===== config.mk =====
export PLATFORM = sky130hd
export DESIGN_NAME = murmur3_32_stream_hash
export DESIGN_NICKNAME = d
export VERILOG_FILES = /design/src/rtl/mm3_pkg.sv /design/src/rtl/mm3_queue.sv /design/src/rtl/mm3_front.sv /design/src/rtl/mm3_back.sv /design/src/rtl/murmur3_32_stream_hash.sv
export SDC_FILE = /design/constraint.sdc
export NUM_CORES = 2
export LEC_CHECK = 0
export CAP_MARGIN = 5
export CORE_MARGIN = 4
export CORE_UTILIZATION = 55
export DETAILED_ROUTE_END_ITERATION = 16
export DONT_BUFFER_PORTS = 1
export PLACE_DENSITY = 0.73
export SYNTH_ARGS = -nofsm -noshare
export SYNTH_HDL_FRONTEND = slang
export SYNTH_SLANG_ARGS = --single-unit

===== constraint.sdc =====
create_clock -name clk -period 7 [get_ports clk]
set_clock_uncertainty 0.15 [all_clocks]
set_input_delay 0.35 -clock clk [delete_from_list [all_inputs] [get_ports clk]]
set_output_delay 0.35 -clock clk [all_outputs]
set_load 0.01 [all_outputs]

===== src/rtl/mm3_pkg.sv =====
package mm3_pkg;

	// Hash constants.
	localparam logic [31:0] C1      = 32'hcc9e2d51;
	localparam logic [31:0] C2      = 32'h1b873593;
	localparam logic [31:0] MIX_ADD = 32'he6546b64;
	localparam logic [31:0] F1      = 32'h85ebca6b;
	localparam logic [31:0] F2      = 32'hc2b2ae35;

	// Byte counts of a full word and of an empty one.
	localparam logic [2:0] FULL_COUNT = 3'd4;
	localparam logic [2:0] NO_BYTES   = 3'd0;

	// Queue between the front and the back, depth is a power of two.
	localparam int QDEPTH  = 4;
	localparam int QPTR_W  = $clog2(QDEPTH);
	localparam int QCNT_W  = QPTR_W + 1;

	// One mixed key on its way to the back.
	typedef struct packed {
		logic [31:0] key;
		logic [2:0]  count;
		logic        last;
	} q_entry_t;

	// Queue status seen by both sides.
	typedef struct packed {
		logic not_empty;
		logic full;
	} q_status_t;

	// Back sequencer states.
	typedef enum logic [1:0] {
		ST_FOLD,
		ST_FIN1,
		ST_FIN2,
		ST_EMIT
	} back_state_t;

endpackage


===== src/rtl/mm3_queue.sv =====
module mm3_queue (
	input  logic              clk,
	input  logic              arst_n,
	input  logic              push,
	input  mm3_pkg::q_entry_t push_entry,
	input  logic              pop,
	output mm3_pkg::q_entry_t head,
	output mm3_pkg::q_status_t status
);
	import mm3_pkg::*;

	q_entry_t            entries_q [QDEPTH];
	logic [QPTR_W-1:0]   wr_ptr_q;
	logic [QPTR_W-1:0]   rd_ptr_q;
	logic [QCNT_W-1:0]   count_q;
	logic                do_push;
	logic                do_pop;

	// A push is dropped when full and a pop when empty; callers never ask for either.
	assign status.full      = (count_q == QCNT_W'(QDEPTH));
	assign status.not_empty = (count_q != '0);
	assign do_push          = push && !status.full;
	assign do_pop           = pop && status.not_empty;
	assign head             = entries_q[rd_ptr_q];

	// Entry storage needs no reset.
	always_ff @(posedge clk) begin
		if (do_push) begin
			entries_q[wr_ptr_q] <= push_entry;
		end
	end

	// Pointers and fill count.
	always_ff @(posedge clk or negedge arst_n) begin
		if (!arst_n) begin
			wr_ptr_q <= '0;
			rd_ptr_q <= '0;
			count_q  <= '0;
		end else begin
			if (do_push) begin
				wr_ptr_q <= wr_ptr_q + QPTR_W'(1);
			end
			if (do_pop) begin
				rd_ptr_q <= rd_ptr_q + QPTR_W'(1);
			end
			if (do_push && !do_pop) begin
				count_q <= count_q + QCNT_W'(1);
			end else if (do_pop && !do_push) begin
				count_q <= count_q - QCNT_W'(1);
			end
		end
	end

endmodule


===== src/rtl/mm3_front.sv =====
module mm3_front (
	input  logic               clk,
	input  logic               arst_n,
	input  logic               in_valid,
	output logic               in_ready,
	input  logic [31:0]        data_word,
	input  logic [2:0]         byte_count,
	input  logic               last,
	input  mm3_pkg::q_status_t q_status,
	output logic               push,
	output mm3_pkg::q_entry_t  push_entry
);
	import mm3_pkg::*;

	logic        valid_s1;
	logic [31:0] prod_s1;
	logic [2:0]  count_s1;
	logic        last_s1;
	logic        valid_s2;
	logic [31:0] key_s2;
	logic [2:0]  count_s2;
	logic        last_s2;
	logic        advance;
	logic [2:0]  count_eff;
	logic [31:0] byte_mask;
	logic [31:0] rot_s1;

	// The whole pipeline moves unless the key in the second stage cannot enter the queue.
	assign advance  = !valid_s2 || !q_status.full;
	assign in_ready = advance;
	assign push     = valid_s2 && !q_status.full;

	assign push_entry.key   = key_s2;
	assign push_entry.count = count_s2;
	assign push_entry.last  = last_s2;

	// Classify the word: only a last word may be short, counts above four saturate.
	always_comb begin
		if (!last) begin
			count_eff = FULL_COUNT;
		end else begin
			case (byte_count) inside
				[3'd4:3'd7]: count_eff = FULL_COUNT;
				default:     count_eff = byte_count;
			endcase
		end
	end

	// Keep only the valid bytes of a short word.
	always_comb begin
		case (count_eff)
			3'd1:    byte_mask = 32'h0000_00ff;
			3'd2:    byte_mask = 32'h0000_ffff;
			3'd3:    byte_mask = 32'h00ff_ffff;
			default: byte_mask = 32'hffff_ffff;
		endcase
	end

	assign rot_s1 = {prod_s1[16:0], prod_s1[31:17]};

	// Valid bits of the key mix stages.
	always_ff @(posedge clk or negedge arst_n) begin
		if (!arst_n) begin
			valid_s1 <= 1'b0;
			valid_s2 <= 1'b0;
		end else if (advance) begin
			valid_s1 <= in_valid;
			valid_s2 <= valid_s1;
		end
	end

	// Key mix: first multiply, then rotate by 15 and second multiply.
	always_ff @(posedge clk) begin
		if (advance) begin
			prod_s1  <= (data_word & byte_mask) * C1;
			count_s1 <= count_eff;
			last_s1  <= last;
			key_s2   <= rot_s1 * C2;
			count_s2 <= count_s1;
			last_s2  <= last_s1;
		end
	end

endmodule


===== src/rtl/mm3_back.sv =====
module mm3_back (
	input  logic               clk,
	input  logic               arst_n,
	input  logic               seed_we,
	input  logic [31:0]        seed,
	input  mm3_pkg::q_entry_t  head,
	input  mm3_pkg::q_status_t q_status,
	output logic               pop,
	output logic               out_valid,
	input  logic               out_ready,
	output logic [31:0]        hash
);
	import mm3_pkg::*;

	back_state_t state_q;
	back_state_t state_d;
	logic [31:0] seed_q;
	logic [31:0] hash_q;
	logic [31:0] total_q;
	logic        in_msg_q;
	logic        out_valid_q;
	logic [31:0] out_hash_q;
	logic        load_out;
	logic [31:0] base_h;
	logic [31:0] base_t;
	logic [31:0] mixed;
	logic [31:0] rot13;
	logic [31:0] folded;
	logic [31:0] total_new;
	logic [31:0] shr16;
	logic [31:0] shr13;

	assign out_valid = out_valid_q;
	assign hash      = out_hash_q;

	// Next state of the fold and finalizer sequencer.
	always_comb begin
		case (state_q)
			ST_FOLD: state_d = (q_status.not_empty && head.last) ? ST_FIN1 : ST_FOLD;
			ST_FIN1: state_d = ST_FIN2;
			ST_FIN2: state_d = ST_EMIT;
			ST_EMIT: state_d = (!out_valid_q || out_ready) ? ST_FOLD : ST_EMIT;
			default: state_d = ST_FOLD;
		endcase
	end

	// Sequencer outputs.
	always_comb begin
		pop      = 1'b0;
		load_out = 1'b0;
		case (state_q)
			ST_FOLD: pop      = q_status.not_empty;
			ST_EMIT: load_out = !out_valid_q || out_ready;
			default: begin
				pop      = 1'b0;
				load_out = 1'b0;
			end
		endcase
	end

	// Hash fold of one key; a new message starts from the seed.
	assign base_h    = in_msg_q ? hash_q : seed_q;
	assign base_t    = in_msg_q ? total_q : 32'd0;
	assign mixed     = base_h ^ head.key;
	assign rot13     = {mixed[18:0], mixed[31:19]};
	assign total_new = base_t + {29'd0, head.count};

	always_comb begin
		if (head.count == FULL_COUNT) begin
			folded = rot13 + {rot13[29:0], 2'b00} + MIX_ADD;
		end else if (head.count == NO_BYTES) begin
			folded = base_h;
		end else begin
			folded = mixed;
		end
	end

	assign shr16 = {16'd0, hash_q[31:16]};
	assign shr13 = {13'd0, hash_q[31:13]};

	// Control registers and the seed.
	always_ff @(posedge clk or negedge arst_n) begin
		if (!arst_n) begin
			state_q     <= ST_FOLD;
			seed_q      <= 32'd0;
			in_msg_q    <= 1'b0;
			out_valid_q <= 1'b0;
		end else begin
			state_q <= state_d;
			if (seed_we) begin
				seed_q <= seed;
			end
			if (pop) begin
				in_msg_q <= !head.last;
			end
			if (load_out) begin
				out_valid_q <= 1'b1;
			end else if (out_ready) begin
				out_valid_q <= 1'b0;
			end
		end
	end

	// Running hash, byte total and finalizer steps share the hash register; ST_EMIT loads the output hash.
	always_ff @(posedge clk) begin
		case (state_q)
			ST_FOLD: begin
				if (pop) begin
					total_q <= total_new;
					hash_q  <= head.last ? (folded ^ total_new) : folded;
				end
			end
			ST_FIN1: hash_q <= (hash_q ^ shr16) * F1;
			ST_FIN2: hash_q <= (hash_q ^ shr13) * F2;
			default: begin
				if (load_out) begin
					out_hash_q <= hash_q ^ shr16;
				end
			end
		endcase
	end

endmodule


===== src/rtl/murmur3_32_stream_hash.sv =====
// MurmurHash3 x86_32 over a stream of little-endian words, seed from a config register.
// Throughput: one word per cycle, set by the back fold; after a last word the fold waits
// for the two finalizer multiplies, the output load and a free output register.
// The last word passes s1, s2, queue, fold, FIN1, FIN2 and EMIT to the output register.
// Reset (arst_n low, asynchronous): pipeline, queue and output empty, seed cleared to zero.
module murmur3_32_stream_hash (
	input  logic        clk,
	input  logic        arst_n,
	input  logic        seed_we,
	input  logic [31:0] seed,
	input  logic        in_valid,
	output logic        in_ready,
	input  logic [31:0] data_word,
	input  logic [2:0]  byte_count,
	input  logic        last,
	output logic        out_valid,
	input  logic        out_ready,
	output logic [31:0] hash
);
	import mm3_pkg::*;

	q_entry_t  push_entry;
	q_entry_t  head;
	q_status_t q_status;
	logic      push;
	logic      pop;

	// Front: accept, classify and key mix.
	mm3_front u_front (
		.clk        (clk),
		.arst_n     (arst_n),
		.in_valid   (in_valid),
		.in_ready   (in_ready),
		.data_word  (data_word),
		.byte_count (byte_count),
		.last       (last),
		.q_status   (q_status),
		.push       (push),
		.push_entry (push_entry)
	);

	// Queue of mixed keys.
	mm3_queue u_queue (
		.clk        (clk),
		.arst_n     (arst_n),
		.push       (push),
		.push_entry (push_entry),
		.pop        (pop),
		.head       (head),
		.status     (q_status)
	);

	// Back: hash fold, length fold, finalizer and output register.
	mm3_back u_back (
		.clk       (clk),
		.arst_n    (arst_n),
		.seed_we   (seed_we),
		.seed      (seed),
		.head      (head),
		.q_status  (q_status),
		.pop       (pop),
		.out_valid (out_valid),
		.out_ready (out_ready),
		.hash      (hash)
	);

endmodule


==> reports/metrics.yaml <==
outcome:
  status: "finished, violations left"
  violations: "negative setup slack"
yosys:
  syn-cell-area_sq_um: 50910
  synth.distinct_cells: 83
  synth_edf_count: 312
  ys.flop_type: "edfxtp_1"
  syn_nets: 6366
  async_flop_share: 0.1261
  synthesis.yosys.warnings: 0
  synth_cells: 4748
  syn_area_per_cell_sq_um: 10.72
  ys_seq_area_frac: 0.2061
  synth-seq-cells: 357
route:
  firstDrtPassIters: 9
  drtAntennaViolNets: 0
  drcViolationCount: 0
  vias: 35010
  via_per_inst: 5.320
  routed_wirelength_mm: 142.2
  drtIter0Drc: 2419
  detail_route.wl_per_cell_um: 21.60
grt:
  gr-max-usage-layer: "met2"
  grt_pass1_wl_mm: 219.9
  grt_usage: 0.2969
  grt-ovfl-total: 0
  grt.met1_usage: 0.3686
  grt_util_met2: 0.5242
  met3_usage: 0.03799
  antenna_found_initial: 3
  grt_max_degree: 69
  grt_pass1_vias: 38160
sta:
  timing_hold_violations_final: 0
  fmax_mhz: 135.5
  finalCritPeriodShare: 1.054
  final-max-slew-violation-count: 0
  rsz0062_at_grt: "true"
  setup_ws_ps: -381.0
  max_slew_margin: 0.2471
  whs_ps: 119.5
  setup_viol: 10
  fin_crit_ps: 7381
  worstMarginPinSlew_ps: 1127
floorplanning:
  io_pins: 107
  start_util: 0.5546
  die_w_um: 312.2
  dieArea_sq_um: 97490
  rows: 111
  die_y_um: 312.2
  core_area_sq_um: 91800
worst_setup_path:
  critPathMaxStageDelay_ps: 530
  crit_path_frequent_cell: "fa_1"
  critPathLaunchType: "register"
  cp-end-kind: "register"
  crit_family: "adder cells"
  critPathMaxFanout: 4
  path_class: "register to register"
  cp_slowest_cell: "fa_1"
  r2r_setup_slack_ps: -380
  reg2reg_to: "u_back.hash_q[30]"
  r2r-start: "u_back.hash_q[10]"
  critPathBufInv: 4
  cp.arrival_ps: 7550
  cp.required_ps: 7170
  worst_r2r_path_depth: 23
  crit_chain: "xor2_2 > inv_2 > fa_1 > fa_1 > fa_1 > inv_1 > fa_1 > fa_1 > inv_1 > fa_1 > inv_2 > fa_1 > fa_1 > ha_4 > nand2_4 > or3_4 > or3_1 > o22a_1 > a31oi_2 > a31oi_1 > xnor2_1 > a221oi_2 > a21oi_1"
clocking:
  clockBufferDepth: 3
  cts_buffers: 40
  cts_tree: "yes"
  htreeDepth: 2
  cts_sinks: 357
  worstSkewPairLatency_ps: 590
  path_clk_slew_ps: 70
  cts-root-buf: "clkbuf_16"
layout:
  syn_to_final_growth_pct: 16.64
  final_cell_mix: "inv_1, ha_1, fa_1"
  final_nets: 6924
  utilization: 0.6468
  drive_above_1_share: 0.1546
  final_common_cell: "inv_1"
placed_design:
  dpl.hpwl_mm: 120.6
  gp_congestion: 1.013
  port_buffers: 0
worst_hold_path:
  hold_depth: 3
  min_path_type: "input pin to register"
  hold_end: "u_front.prod_s1[6]"
  hold_start: "data_word[6]"
job:
  maxCapViolCount: 0
==> tightest hold or removal path, cell delays in order <==
cell	delay, ps
ha_1	120
ha_1	130
ha_1	140
==> worst max-delay path by stage <==
stage	from	endpoint	slack (ps)	cells after the start
after floorplan	u_back.hash_q[26]	u_back.hash_q[30]	-290	23
after global placement	u_back.hash_q[9]	u_back.hash_q[30]	-370	23
after detailed placement	u_back.hash_q[8]	u_back.hash_q[29]	-460	26
after CTS	u_back.hash_q[25]	u_back.hash_q[30]	-370	23
after global routing	u_back.hash_q[10]	u_back.hash_q[30]	-630	23
final	u_back.hash_q[10]	u_back.hash_q[30]	-380	23
==> cell type report <==
| type | instances | area [sq um] |
|---|---|---|
| multi-input cells | 2960 | 36220 |
| fillers | 7037 | 32420 |
| flip-flops and latches | 357 | 10500 |
| inverters | 1377 | 5171 |
| repair buffers | 570 | 4608 |
| well taps | 1243 | 1555 |
| clock buffers | 60 | 1181 |
| clock inverters | 12 | 138.9 |
| diodes | 1 | 2.502 |
==> synth_stat cells (4+ instances only) <==
master,n,area (sq um)
inv_1,1376,5165
ha_1,813,10170
fa_1,732,14650
edfxtp_1,312,9369
xnor2_1,269,2356
a21oi_1,152,760.7
nand2_1,124,465.5
xor2_1,114,998.5
nor2_1,109,409.1
o21ai_0,67,335.3
a21o_1,46,345.3
dfrtp_1,45,1126
mux2i_1,43,430.4
nand3_1,41,205.2
and2_1,37,231.5
mux2_2,35,394.1
mux4_2,35,788.3
clkbuf_1,32,120.1
nor3_1,27,135.1
and3_1,26,162.7
nor2b_1,22,137.6
o21a_1,22,165.2
nand2b_1,21,131.4
nand4_1,16,100.1
o21bai_1,15,112.6
buf_2,14,70.07
o21ai_1,14,70.07
a221oi_1,13,113.9
o211ai_1,13,97.59
o22ai_1,13,81.33
a22oi_1,12,90.09
nor3b_1,12,90.09
a211oi_1,11,82.58
a31oi_1,11,68.82
or3_1,11,68.82
or2_2,10,62.56
o31ai_1,8,60.06
buf_1,6,22.52
a311oi_1,4,35.03
o2111ai_1,4,35.03
==> metrics by stage <==
step           TNS [ps]  cells  area (sq um)  worst slack, ps
2_1_floorplan    -509.5   4748         51060           -288.9
3_3_place_gp      -3514   6375         55730           -365.1
3_5_place_dp      -5237   6375         55730           -463.9
4_1_cts           -1473   6549         58520           -374.2
5_1_grt           -4707   6579         59380           -631.5
6_report          -1939   6580         59380           -381.0
==> kinds of logic after synthesis <==
group                    synth area share
XOR/XNOR                          0.06589
AND/OR/NAND/NOR                   0.04640
multiplexers                      0.03220
adder cells (fa/ha/maj)            0.4877
flip-flops                         0.2061
AO/OA/AOI/OAI                     0.05564
buffers and inverters              0.1061
==> per-layer routing <==
metal  part of all wire  routed length [um]
met1               0.39               55840
met2               0.50               71610
met3              0.053                7527
met4              0.051                7185
met5                  0                   0
==> registers in the layout, summed over array words and instances (netlist names), 3 cells and up <==
register,count
u_queue.count_q,3
u_queue.entries_q,144
u_back.seed_q,32
u_back.hash,32
u_front.count_s2,3
u_front.prod_s1,32
u_front.count_s1,3
u_front.key_s2,32
u_back.hash_q,32
u_back.total_q,32
==> repair_timing <==
item | 4_1_cts | 5_1_grt
hold buffers | 78 | 0
endpoints found under the hold margin | 90 | 0
resized for setup | 84 | 126
setup buffers | 25 | 35
pin swaps | 54 | 102
endpoints found under the setup margin | 16 | 20
Power is not shown: default switching activity piles up to over one toggle a cycle in this logic, so the estimate is an artifact.
